`src/hw/rtl/sha256_stream_hasher_top_macros.svh`:
```
// ----------------------------------------------------------------------------
// SHA-256 stream hasher assertion macros
// Shorthand for the concurrent checks that are written at the end of the top level.
// ----------------------------------------------------------------------------
`ifndef SHA256_STREAM_HASHER_TOP_MACROS_SVH
`define SHA256_STREAM_HASHER_TOP_MACROS_SVH

// The condition implies the consequence in the same cycle.
`define SHASH_ASSERT_IMP(lbl, clk, rstn, ante, cons, msg) \
  lbl: assert property (@(posedge clk) disable iff (!rstn) (ante) |-> (cons)) else $error(msg);

// The condition implies the consequence in the following cycle.
`define SHASH_ASSERT_NXT(lbl, clk, rstn, ante, cons, msg) \
  lbl: assert property (@(posedge clk) disable iff (!rstn) (ante) |=> (cons)) else $error(msg);

`endif

```
`src/hw/rtl/shash_pkg.sv`:
```
// ----------------------------------------------------------------------------
// SHA-256 stream hasher package
// Shared types, command and status structures and the SHA-256 constant tables.
// ----------------------------------------------------------------------------
package shash_pkg;

  localparam int unsigned WORD_W       = 32;
  localparam int unsigned BYTE_W       = 8;
  localparam int unsigned BLOCK_BYTES  = 64;
  localparam int unsigned WIN_W        = BLOCK_BYTES * BYTE_W;
  localparam int unsigned ROUNDS       = 64;
  localparam int unsigned LEN_POS      = 56;
  localparam int unsigned DIGEST_WORDS = 8;
  localparam int unsigned FILL_W       = $clog2(BLOCK_BYTES);
  localparam int unsigned ROUND_W      = $clog2(ROUNDS);
  localparam int unsigned WIDX_W       = $clog2(DIGEST_WORDS);

  localparam logic [FILL_W-1:0]  FILL_LAST     = FILL_W'(BLOCK_BYTES - 1);
  localparam logic [FILL_W-1:0]  FILL_LEN      = FILL_W'(LEN_POS);
  localparam logic [ROUND_W-1:0] ROUND_LAST    = ROUND_W'(ROUNDS - 1);
  localparam logic [WIDX_W-1:0]  LAST_WORD_IDX = WIDX_W'(DIGEST_WORDS - 1);
  localparam logic [BYTE_W-1:0]  PAD_MARK      = 8'h80;

  localparam logic [WORD_W-1:0] H_INIT [DIGEST_WORDS] = '{
    32'h6a09e667, 32'hbb67ae85, 32'h3c6ef372, 32'ha54ff53a,
    32'h510e527f, 32'h9b05688c, 32'h1f83d9ab, 32'h5be0cd19
  };

  localparam logic [WORD_W-1:0] K_TABLE [ROUNDS] = '{
    32'h428a2f98, 32'h71374491, 32'hb5c0fbcf, 32'he9b5dba5,
    32'h3956c25b, 32'h59f111f1, 32'h923f82a4, 32'hab1c5ed5,
    32'hd807aa98, 32'h12835b01, 32'h243185be, 32'h550c7dc3,
    32'h72be5d74, 32'h80deb1fe, 32'h9bdc06a7, 32'hc19bf174,
    32'he49b69c1, 32'hefbe4786, 32'h0fc19dc6, 32'h240ca1cc,
    32'h2de92c6f, 32'h4a7484aa, 32'h5cb0a9dc, 32'h76f988da,
    32'h983e5152, 32'ha831c66d, 32'hb00327c8, 32'hbf597fc7,
    32'hc6e00bf3, 32'hd5a79147, 32'h06ca6351, 32'h14292967,
    32'h27b70a85, 32'h2e1b2138, 32'h4d2c6dfc, 32'h53380d13,
    32'h650a7354, 32'h766a0abb, 32'h81c2c92e, 32'h92722c85,
    32'ha2bfe8a1, 32'ha81a664b, 32'hc24b8b70, 32'hc76c51a3,
    32'hd192e819, 32'hd6990624, 32'hf40e3585, 32'h106aa070,
    32'h19a4c116, 32'h1e376c08, 32'h2748774c, 32'h34b0bcb5,
    32'h391c0cb3, 32'h4ed8aa4a, 32'h5b9cca4f, 32'h682e6ff3,
    32'h748f82ee, 32'h78a5636f, 32'h84c87814, 32'h8cc70208,
    32'h90befffa, 32'ha4506ceb, 32'hbef9a3f7, 32'hc67178f2
  };

  typedef enum logic [2:0] {
    ST_IDLE,
    ST_PAD_MARK,
    ST_PAD_ZERO,
    ST_LENGTH,
    ST_LOAD,
    ST_ROUND,
    ST_ADD,
    ST_OUT
  } ctrl_state_e;

  typedef enum logic [1:0] {
    PH_MSG,
    PH_PAD,
    PH_FINAL
  } blk_phase_e;

  typedef enum logic [1:0] {
    BSEL_DATA,
    BSEL_MARK,
    BSEL_ZERO,
    BSEL_LEN
  } byte_sel_e;

  typedef struct packed {
    logic                shift_byte;
    byte_sel_e           byte_sel;
    logic                count_bits;
    logic                load_wv;
    logic                do_round;
    logic [ROUND_W-1:0]  round_idx;
    logic                add_hash;
    logic                restart;
    logic                load_out;
    logic [WIDX_W-1:0]   out_idx;
  } cmd_t;

  typedef struct packed {
    logic [FILL_W-1:0] fill;
  } stat_t;

endpackage

```
`src/hw/rtl/shash_if.sv`:
```
// ----------------------------------------------------------------------------
// SHA-256 stream hasher channels
// Valid/ready interfaces for the byte input and the digest word output.
// ----------------------------------------------------------------------------
interface shash_in_if;
  import shash_pkg::*;

  logic              valid;
  logic              ready;
  logic [BYTE_W-1:0] data_byte;
  logic              has_byte;
  logic              end_of_message;

  modport source (output valid, output data_byte, output has_byte, output end_of_message,
                  input ready);
  modport sink   (input valid, input data_byte, input has_byte, input end_of_message,
                  output ready);
endinterface

interface shash_out_if;
  import shash_pkg::*;

  logic              valid;
  logic              ready;
  logic [WORD_W-1:0] digest_word;
  logic [WIDX_W-1:0] word_index;
  logic              last_word;

  modport source (output valid, output digest_word, output word_index, output last_word,
                  input ready);
  modport sink   (input valid, input digest_word, input word_index, input last_word,
                  output ready);
endinterface

```
`src/hw/rtl/sha256_stream_hasher_top.sv`:
```
// ----------------------------------------------------------------------------
// SHA-256 stream hasher
// Byte-wide SHA-256 engine that returns the digest as eight 32-bit words.
// ----------------------------------------------------------------------------
// Each request on the input carries at most one message byte and may mark the
// end of the message. A byte that does not complete a block is simply shifted
// into the block. The request that brings the 64th byte of a block starts a
// compression (a step to copy the hash words, 64 rounds at one round per
// cycle through a single round unit, a step to add the result back), during
// which the input is not ready. At the end of the message the block pads
// itself one byte per cycle (the marker byte, zeros and eight length bytes,
// with one state that shifts nothing between the zeros and the length
// bytes), which takes one or two compressions, and then presents the eight
// digest words, word 0 (h0) first, one per cycle while the sink takes them;
// word 7 carries last_word. Once the last word sits in the output register
// the hash words return to their initial values and a new message may start,
// even while that word still waits to be taken. The sustained rate is
// therefore one byte per cycle while no block is being compressed; no byte is
// taken during a compression. The block buffer doubles as the message schedule
// window, so no memory is used and no clearing pass follows reset.
// ----------------------------------------------------------------------------
`include "sha256_stream_hasher_top_macros.svh"

module sha256_stream_hasher_top (
  input  logic        clk_i,
  input  logic        rst_ni,
  shash_in_if.sink    in_i,
  shash_out_if.source out_o
);
  import shash_pkg::*;

  // Command and status between the controller and the datapath.
  cmd_t  cmd;
  stat_t stat;

  shash_ctrl u_ctrl (
    .clk_i         (clk_i),
    .rst_ni        (rst_ni),
    .in_valid_i    (in_i.valid),
    .in_has_byte_i (in_i.has_byte),
    .in_eom_i      (in_i.end_of_message),
    .in_ready_o    (in_i.ready),
    .out_ready_i   (out_o.ready),
    .out_valid_o   (out_o.valid),
    .stat_i        (stat),
    .cmd_o         (cmd)
  );

  // The datapath holds the block, the schedule, the hash words and the
  // registered digest word that faces the output.
  shash_dp u_dp (
    .clk_i         (clk_i),
    .rst_ni        (rst_ni),
    .cmd_i         (cmd),
    .data_byte_i   (in_i.data_byte),
    .stat_o        (stat),
    .digest_word_o (out_o.digest_word),
    .word_index_o  (out_o.word_index),
    .last_word_o   (out_o.last_word)
  );

  // A compression only starts once the whole block has been shifted in, so
  // the fill count has wrapped to zero for every round.
  `SHASH_ASSERT_IMP(a_round_block_full, clk_i, rst_ni, cmd.do_round, stat.fill == '0, "round with partial block")

  // A digest word is never loaded over one that the sink has not yet taken.
  `SHASH_ASSERT_IMP(a_out_slot_free, clk_i, rst_ni, cmd.load_out, !out_o.valid || out_o.ready, "output word overwritten")

  // The last flag and the word index must agree on every presented word.
  `SHASH_ASSERT_IMP(a_last_matches_idx, clk_i, rst_ni, out_o.valid, out_o.last_word == (out_o.word_index == LAST_WORD_IDX), "last flag mismatch")

  // After the final digest word has been loaded the block is ready for a new message.
  `SHASH_ASSERT_NXT(a_ready_after_digest, clk_i, rst_ni, cmd.restart, in_i.ready, "not ready after digest")

endmodule

```
`src/hw/rtl/shash_dp.sv`:
```
// ----------------------------------------------------------------------------
// SHA-256 stream hasher datapath
// Block shift line and message schedule, round logic, hash words and output register.
// ----------------------------------------------------------------------------
module shash_dp (
  input  logic                            clk_i,
  input  logic                            rst_ni,
  input  shash_pkg::cmd_t                 cmd_i,
  input  logic [shash_pkg::BYTE_W-1:0]    data_byte_i,
  output shash_pkg::stat_t                stat_o,
  output logic [shash_pkg::WORD_W-1:0]    digest_word_o,
  output logic [shash_pkg::WIDX_W-1:0]    word_index_o,
  output logic                            last_word_o
);
  import shash_pkg::*;

  function automatic logic [WORD_W-1:0] big_sig0(input logic [WORD_W-1:0] v);
    return {v[1:0], v[31:2]} ^ {v[12:0], v[31:13]} ^ {v[21:0], v[31:22]};
  endfunction

  function automatic logic [WORD_W-1:0] big_sig1(input logic [WORD_W-1:0] v);
    return {v[5:0], v[31:6]} ^ {v[10:0], v[31:11]} ^ {v[24:0], v[31:25]};
  endfunction

  function automatic logic [WORD_W-1:0] sml_sig0(input logic [WORD_W-1:0] v);
    return {v[6:0], v[31:7]} ^ {v[17:0], v[31:18]} ^ {3'b000, v[31:3]};
  endfunction

  function automatic logic [WORD_W-1:0] sml_sig1(input logic [WORD_W-1:0] v);
    return {v[16:0], v[31:17]} ^ {v[18:0], v[31:19]} ^ {10'b0, v[31:10]};
  endfunction

  // The window holds the block bytes, oldest at the top, and later the schedule.
  logic [WIN_W-1:0]  win_q;
  logic [FILL_W-1:0] fill_q;
  logic [63:0]       bits_q;
  logic [WORD_W-1:0] hash_q [DIGEST_WORDS];
  logic [WORD_W-1:0] wv_q   [DIGEST_WORDS];
  logic [WORD_W-1:0] digest_q;
  logic [WIDX_W-1:0] widx_q;
  logic              last_q;

  logic [BYTE_W-1:0] byte_in;
  logic [WORD_W-1:0] w_cur, w_new, t1, t2, ch, maj;

  always_comb begin
    case (cmd_i.byte_sel)
      BSEL_DATA: byte_in = data_byte_i;
      BSEL_MARK: byte_in = PAD_MARK;
      BSEL_ZERO: byte_in = '0;
      BSEL_LEN:  byte_in = bits_q[{3'd7 - fill_q[2:0], 3'b000} +: BYTE_W];
      default:   byte_in = '0;
    endcase
  end

  // The word at the top of the window is the schedule word of the current round.
  assign w_cur = win_q[WIN_W-1 -: WORD_W];
  assign w_new = w_cur + sml_sig0(win_q[WIN_W-1-WORD_W -: WORD_W])
               + win_q[WIN_W-1-9*WORD_W -: WORD_W]
               + sml_sig1(win_q[WIN_W-1-14*WORD_W -: WORD_W]);

  assign ch  = (wv_q[4] & wv_q[5]) ^ (~wv_q[4] & wv_q[6]);
  assign maj = (wv_q[0] & wv_q[1]) ^ (wv_q[0] & wv_q[2]) ^ (wv_q[1] & wv_q[2]);
  assign t1  = wv_q[7] + big_sig1(wv_q[4]) + ch + K_TABLE[cmd_i.round_idx] + w_cur;
  assign t2  = big_sig0(wv_q[0]) + maj;

  always_ff @(posedge clk_i or negedge rst_ni) begin
    if (!rst_ni) begin
      fill_q <= '0;
      bits_q <= '0;
      for (int i = 0; i < DIGEST_WORDS; i++) begin
        hash_q[i] <= H_INIT[i];
      end
    end else begin
      if (cmd_i.shift_byte) begin
        fill_q <= fill_q + 1'b1;
      end
      if (cmd_i.restart) begin
        bits_q <= '0;
      end else if (cmd_i.count_bits) begin
        bits_q <= bits_q + 64'd8;
      end
      for (int i = 0; i < DIGEST_WORDS; i++) begin
        if (cmd_i.restart) begin
          hash_q[i] <= H_INIT[i];
        end else if (cmd_i.add_hash) begin
          hash_q[i] <= hash_q[i] + wv_q[i];
        end
      end
    end
  end

  always_ff @(posedge clk_i) begin
    if (cmd_i.shift_byte) begin
      win_q <= {win_q[WIN_W-BYTE_W-1:0], byte_in};
    end else if (cmd_i.do_round) begin
      win_q <= {win_q[WIN_W-WORD_W-1:0], w_new};
    end
    if (cmd_i.load_wv) begin
      wv_q <= hash_q;
    end else if (cmd_i.do_round) begin
      wv_q[7] <= wv_q[6];
      wv_q[6] <= wv_q[5];
      wv_q[5] <= wv_q[4];
      wv_q[4] <= wv_q[3] + t1;
      wv_q[3] <= wv_q[2];
      wv_q[2] <= wv_q[1];
      wv_q[1] <= wv_q[0];
      wv_q[0] <= t1 + t2;
    end
    if (cmd_i.load_out) begin
      digest_q <= hash_q[cmd_i.out_idx];
      widx_q   <= cmd_i.out_idx;
      last_q   <= (cmd_i.out_idx == LAST_WORD_IDX);
    end
  end

  assign stat_o.fill   = fill_q;
  assign digest_word_o = digest_q;
  assign word_index_o  = widx_q;
  assign last_word_o   = last_q;

endmodule

```
`src/hw/rtl/shash_ctrl.sv`:
```
// ----------------------------------------------------------------------------
// SHA-256 stream hasher controller
// Sequences byte intake, padding, the 64 rounds and the digest output.
// ----------------------------------------------------------------------------
module shash_ctrl (
  input  logic              clk_i,
  input  logic              rst_ni,
  input  logic              in_valid_i,
  input  logic              in_has_byte_i,
  input  logic              in_eom_i,
  output logic              in_ready_o,
  input  logic              out_ready_i,
  output logic              out_valid_o,
  input  shash_pkg::stat_t  stat_i,
  output shash_pkg::cmd_t   cmd_o
);
  import shash_pkg::*;

  ctrl_state_e        state_q, state_d;
  blk_phase_e         phase_q, phase_d;
  logic               pend_q, pend_d;
  logic [ROUND_W-1:0] round_q, round_d;
  logic [WIDX_W-1:0]  oidx_q, oidx_d;
  logic               out_valid_q, out_valid_d;
  logic               slot_free;

  assign slot_free = !out_valid_q || out_ready_i;

  // Next state and counters.
  always_comb begin
    state_d = state_q;
    phase_d = phase_q;
    pend_d  = pend_q;
    round_d = round_q;
    oidx_d  = oidx_q;
    case (state_q)
      ST_IDLE: begin
        if (in_valid_i) begin
          if (in_has_byte_i && (stat_i.fill == FILL_LAST)) begin
            state_d = ST_LOAD;
            phase_d = PH_MSG;
            pend_d  = in_eom_i;
          end else if (in_eom_i) begin
            state_d = ST_PAD_MARK;
          end
        end
      end
      ST_PAD_MARK: begin
        if (stat_i.fill == FILL_LAST) begin
          state_d = ST_LOAD;
          phase_d = PH_PAD;
        end else begin
          state_d = ST_PAD_ZERO;
        end
      end
      ST_PAD_ZERO: begin
        if (stat_i.fill == FILL_LEN) begin
          state_d = ST_LENGTH;
        end else if (stat_i.fill == FILL_LAST) begin
          state_d = ST_LOAD;
          phase_d = PH_PAD;
        end
      end
      ST_LENGTH: begin
        if (stat_i.fill == FILL_LAST) begin
          state_d = ST_LOAD;
          phase_d = PH_FINAL;
        end
      end
      ST_LOAD: begin
        round_d = '0;
        state_d = ST_ROUND;
      end
      ST_ROUND: begin
        round_d = round_q + 1'b1;
        if (round_q == ROUND_LAST) begin
          state_d = ST_ADD;
        end
      end
      ST_ADD: begin
        case (phase_q)
          PH_MSG:   state_d = pend_q ? ST_PAD_MARK : ST_IDLE;
          PH_PAD:   state_d = ST_PAD_ZERO;
          PH_FINAL: begin
            state_d = ST_OUT;
            oidx_d  = '0;
          end
          default:  state_d = ST_IDLE;
        endcase
        pend_d = 1'b0;
      end
      ST_OUT: begin
        if (slot_free) begin
          oidx_d = oidx_q + 1'b1;
          if (oidx_q == LAST_WORD_IDX) begin
            state_d = ST_IDLE;
          end
        end
      end
      default: state_d = ST_IDLE;
    endcase
  end

  // Commands to the datapath.
  always_comb begin
    cmd_o           = '0;
    cmd_o.byte_sel  = BSEL_DATA;
    cmd_o.round_idx = round_q;
    cmd_o.out_idx   = oidx_q;
    in_ready_o      = 1'b0;
    case (state_q)
      ST_IDLE: begin
        in_ready_o       = 1'b1;
        cmd_o.shift_byte = in_valid_i && in_has_byte_i;
        cmd_o.count_bits = in_valid_i && in_has_byte_i;
      end
      ST_PAD_MARK: begin
        cmd_o.shift_byte = 1'b1;
        cmd_o.byte_sel   = BSEL_MARK;
      end
      ST_PAD_ZERO: begin
        cmd_o.shift_byte = (stat_i.fill != FILL_LEN);
        cmd_o.byte_sel   = BSEL_ZERO;
      end
      ST_LENGTH: begin
        cmd_o.shift_byte = 1'b1;
        cmd_o.byte_sel   = BSEL_LEN;
      end
      ST_LOAD:  cmd_o.load_wv  = 1'b1;
      ST_ROUND: cmd_o.do_round = 1'b1;
      ST_ADD:   cmd_o.add_hash = 1'b1;
      ST_OUT: begin
        cmd_o.load_out = slot_free;
        cmd_o.restart  = slot_free && (oidx_q == LAST_WORD_IDX);
      end
      default: cmd_o = '0;
    endcase
  end

  always_comb begin
    if (cmd_o.load_out) begin
      out_valid_d = 1'b1;
    end else if (out_ready_i) begin
      out_valid_d = 1'b0;
    end else begin
      out_valid_d = out_valid_q;
    end
  end

  always_ff @(posedge clk_i or negedge rst_ni) begin
    if (!rst_ni) begin
      state_q     <= ST_IDLE;
      phase_q     <= PH_MSG;
      pend_q      <= 1'b0;
      round_q     <= '0;
      oidx_q      <= '0;
      out_valid_q <= 1'b0;
    end else begin
      state_q     <= state_d;
      phase_q     <= phase_d;
      pend_q      <= pend_d;
      round_q     <= round_d;
      oidx_q      <= oidx_d;
      out_valid_q <= out_valid_d;
    end
  end

  assign out_valid_o = out_valid_q;

endmodule
```
`src/flat_wrapper.sv`:
```
// flat-port wrapper written by rule: the top's interface ports become plain ports
module sha256_stream_hasher_top_flat import shash_pkg::*;
  (clk_i, rst_ni, in_i_valid, in_i_data_byte, in_i_has_byte, in_i_end_of_message, in_i_ready, out_o_valid, out_o_digest_word, out_o_word_index, out_o_last_word, out_o_ready);
  shash_in_if in_i_i ();
  shash_out_if out_o_i ();
  input  logic clk_i;
  input  logic rst_ni;
  input wire logic [$bits(in_i_i.valid)-1:0] in_i_valid;
  input wire logic [$bits(in_i_i.data_byte)-1:0] in_i_data_byte;
  input wire logic [$bits(in_i_i.has_byte)-1:0] in_i_has_byte;
  input wire logic [$bits(in_i_i.end_of_message)-1:0] in_i_end_of_message;
  output wire logic [$bits(in_i_i.ready)-1:0] in_i_ready;
  output wire logic [$bits(out_o_i.valid)-1:0] out_o_valid;
  output wire logic [$bits(out_o_i.digest_word)-1:0] out_o_digest_word;
  output wire logic [$bits(out_o_i.word_index)-1:0] out_o_word_index;
  output wire logic [$bits(out_o_i.last_word)-1:0] out_o_last_word;
  input wire logic [$bits(out_o_i.ready)-1:0] out_o_ready;
  assign in_i_i.valid = in_i_valid;
  assign in_i_i.data_byte = in_i_data_byte;
  assign in_i_i.has_byte = in_i_has_byte;
  assign in_i_i.end_of_message = in_i_end_of_message;
  assign in_i_ready = in_i_i.ready;
  assign out_o_valid = out_o_i.valid;
  assign out_o_digest_word = out_o_i.digest_word;
  assign out_o_word_index = out_o_i.word_index;
  assign out_o_last_word = out_o_i.last_word;
  assign out_o_i.ready = out_o_ready;
  sha256_stream_hasher_top u_core (.clk_i(clk_i), .rst_ni(rst_ni), .in_i(in_i_i), .out_o(out_o_i));
endmodule
```
`config.mk`:
```
export PLATFORM = sky130hd
export DESIGN_NAME = sha256_stream_hasher_top_flat
export DESIGN_NICKNAME = d
export VERILOG_FILES = /design/src/hw/rtl/shash_pkg.sv /design/src/hw/rtl/shash_if.sv /design/src/hw/rtl/sha256_stream_hasher_top.sv /design/src/hw/rtl/shash_dp.sv /design/src/hw/rtl/shash_ctrl.sv /design/src/flat_wrapper.sv
export VERILOG_INCLUDE_DIRS = /design/src /design/src/hw/rtl
export SDC_FILE = /design/constraint.sdc
export NUM_CORES = 2
export LEC_CHECK = 0
export ABC_AREA = 1
export CAP_MARGIN = 25
export CORE_ASPECT_RATIO = 1.5
export CORE_UTILIZATION = 40
export DETAILED_ROUTE_END_ITERATION = 8
export DONT_BUFFER_PORTS = 1
export PLACE_DENSITY = 0.64
export SLEW_MARGIN = 15
export SYNTH_ARGS = -nofsm -noshare
export SYNTH_HDL_FRONTEND = slang
export SYNTH_SLANG_ARGS = --single-unit
```
`constraint.sdc`:
```
create_clock -name clk_i -period 16.27 [get_ports clk_i]
set_clock_uncertainty 0.2 [all_clocks]
set_input_delay 0.8135 -clock clk_i [delete_from_list [all_inputs] [get_ports clk_i]]
set_output_delay 0.8135 -clock clk_i [all_outputs]
set_load 0.02 [all_outputs]
```
==> flow_metrics.py <==
metrics = {
    "placement": {
        "place.gp.congestion": 1.08,
        "io_buffers": 0,
        "dpl_cell_area_mm2": 0.0850,
        "preCtsSetupSlack_ns": 7.11,
        "hpwl_um": 319000,
        "dp_cells": 12900,
    },
    "routing": {
        "drt_iter0_markers": 6888,
        "viasPerCell": 5.76,
        "drt-pass1-iter-count": 8,
        "wl_per_cell_um": 31.0,
        "routed_wl_um": 408000,
        "vias": 75600,
        "drcViolationCount": 0,
        "ant_nets": 0,
    },
    "floorplanning": {
        "io_pins": 52,
        "core_area_mm2": 0.204,
        "die_h_um": 558,
        "die-area_mm2": 0.208,
        "num_rows": 203,
        "initial_core_util_pct": 40.3,
        "dieWidth_um": 372,
    },
    "cells_and_area": {
        "nFillCells": 20800,
        "nNetsFinal": 11000,
        "multi_input_area_mm2": 0.0432,
        "stdcell_count": 13100,
        "register_area_mm2": 0.0328,
        "drive_gt1_share_pct": 5.51,
        "final_cell_mix": "nand2_1, inv_1, o21ai_0, edfxtp_1, a21oi_1",
        "final_cell_area_mm2": 0.0899,
        "area_growth_pct": 9.21,
        "utilization_pct": 44.0,
        "layout_commonest_cell": "nand2_1",
    },
    "sta": {
        "fin_crit_sh_pct": 58.5,
        "hold_slack_ns": 0.0654,
        "finalMaxSlewViolations": 0,
        "tightest_slew_ns": 1.29,
        "period_needed_ns": 9.52,
        "fmax_mhz": 105,
        "setup_tns_ns": 0,
        "hold_viol": 0,
        "rsz0062_at_grt": "false",
        "slew_headroom_pct": 14.1,
        "setup_violations": 0,
        "layout_setup_ws_ns": 6.75,
    },
    "yosys": {
        "synth_edf_count": 804,
        "synth_nets": 11100,
        "synth_seq_cells": 1143,
        "synth_flop_cell": "edfxtp_1",
        "avgSynthCellArea_um2": 7.83,
        "ys_warn_count": 0,
        "seq_area_frac_synth_pct": 39.8,
        "netlist_instances": 10500,
        "synth_area_mm2": 0.0823,
        "synthArstFlopShare_pct": 29.7,
        "synth_cell_types": 70,
    },
    "clock_network": {
        "cts_buffer_depth": 3,
        "cts_buffers": 120,
        "cts-resized-gates": 0,
        "post_cts_buffers": 0,
        "cts_tree": "yes",
        "cts.sinks": 1143,
        "clkTransAtPathRegs_ns": 0.07,
        "root_buffer": "clkbuf_16",
        "clk-insertion-delay-late_ns": 0.84,
        "hold_buffers": 1,
        "cts.htree.levels": 3,
    },
    "global_routing": {
        "grt-ovfl-total": 0,
        "grt_max_degree": 340,
        "grt_pass1_vias": 75800,
        "antenna_found_initial": 26,
        "track_usage_pct": 39.1,
        "grt_first_pass_wirelength_um": 566000,
    },
    "min_path": {
        "min_to": "u_core.u_ctrl.pend_q",
        "hp-class": "input pin to register",
        "hold_path_depth": 3,
        "hp-start": "in_i_valid",
    },
    "critical_path": {
        "r2r_slack_ns": 6.75,
        "cp.arrival_ns": 9.83,
        "rr_worst_depth": 24,
        "r2r_end": "u_core.u_dp.wv_q[123]",
        "worstSetupEndpointType": "register",
        "crit_fanout": 15,
        "crit_type": "register to register",
        "r2r_start": "u_core.u_ctrl.round_q[0]",
        "cp-start-kind": "register",
        "crit_required_ns": 16.59,
    },
    "power": {
        "ir_drop_uv": 112,
        "power_leakage_nw": 41.6,
        "p_per_area_mw_per_mm2": 70.6,
        "power_mw": 6.35,
    },
    "status": {
        "status": "finished clean",
    },
    "run": {
        "drv_cap": 0,
    },
}
## synth_stat cells (43+ instances only)
library cell	number	area share, %
buf_2	71	0.43
nand2_1	3088	14
inv_1	1254	5.7
o22ai_1	121	0.92
nor3_1	111	0.67
o21a_1	43	0.39
nand3_1	313	1.9
dfrtp_1	203	6.2
nor2_1	693	3.2
xnor2_1	181	1.9
a31oi_1	78	0.59
clkbuf_1	329	1.5
nand4_1	105	0.80
dfstp_2	136	4.3
fa_1	195	4.7
xor2_1	246	2.6
o21ai_0	963	5.9
edfxtp_1	804	29
a21oi_1	700	4.3
o21bai_1	56	0.51
ha_1	405	6.2
## worst max path at each step
| stage | start | end | slack, ns | cells past startpoint |
|---|---|---|---|---|
| after floorplan | u_core.u_dp.stat_o[1] | u_core.u_dp.win_q[0] | 2.06 | 11 |
| after global placement | u_core.u_ctrl.round_q[0] | u_core.u_dp.wv_q[246] | 6.94 | 32 |
| after detailed placement | u_core.u_ctrl.round_q[0] | u_core.u_dp.wv_q[246] | 7.11 | 32 |
| after CTS | u_core.u_ctrl.round_q[0] | u_core.u_dp.wv_q[246] | 7.06 | 32 |
| after global routing | u_core.u_ctrl.round_q[0] | u_core.u_dp.wv_q[246] | 6.66 | 32 |
| final | u_core.u_ctrl.round_q[0] | u_core.u_dp.wv_q[123] | 6.75 | 24 |
## state kept, by name, indices dropped and copies added, names as in the netlist
signal                     flops
u_core.u_ctrl.oidx_q           3
u_core.u_ctrl.out_valid_o      1
u_core.u_ctrl.pend_q           1
u_core.u_ctrl.phase_q          2
u_core.u_ctrl.round_q          6
u_core.u_ctrl.state_q          3
u_core.u_dp.bits_q            61
u_core.u_dp.digest_word_o     32
u_core.u_dp.hash_q           256
u_core.u_dp.last_word_o        1
u_core.u_dp.stat_o             6
u_core.u_dp.win_q            512
u_core.u_dp.word_index_o       3
u_core.u_dp.wv_q             256
## report_power, final
| group | leakage [nW] | switching (mW) | internal (mW) |
|---|---|---|---|
| registers | 12.3 | 0.00457 | 3.09 |
| clock network | 2.18 | 1.38 | 1.84 |
| logic | 27.1 | 0.0260 | 0.00635 |
## critical path: stages (launching register included)
cell      delay [ns]
dfrtp_1         0.74
inv_1           0.38
ha_1            0.56
inv_1           0.16
o21ai_0         0.38
a211oi_1        0.14
o31ai_1         0.79
inv_1           0.19
fa_1            0.52
inv_1           0.08
ha_1            0.16
inv_1           0.06
fa_1            1.07
inv_1           0.10
ha_1            0.37
a21oi_1         0.15
nand2_1         0.14
a21oi_1         0.74
o21ai_0         0.53
nand2_1         0.16
nand2_1         0.23
nand4_1         0.36
nand3b_1        0.12
nand3_1         0.70
o21ai_0         0.18
## cell families after synthesis
logic type / synth area share, %
buffers and inverters: 7.77
AOI/OAI and AO/OA: 15.0
and+or+nand+nor: 21.7
xor gates and xnor gates: 4.54
adders and majority gates: 10.9
DFF: 39.8
muxes: 0.255
## metal layers
layer | wire length, µm | GRT usage (%)
met1 | 127000 | 36.3
met5 | 93 | 0
met2 | 203000 | 68.3
met3 | 22400 | 7.25
met4 | 54800 | 42.9
## area by class of cell
type | count | share of cell area, %
inverter | 1262 | 5.31
sequential | 1143 | 36.5
antenna | 10 | 0.0278
clock buffer | 139 | 3.52
multi-input combinational | 7693 | 48.1
timing repair buffer | 136 | 1.37
tap | 2665 | 3.71
clock inverter | 89 | 1.52
No activity file was read; power rests on OpenSTA's default activity.
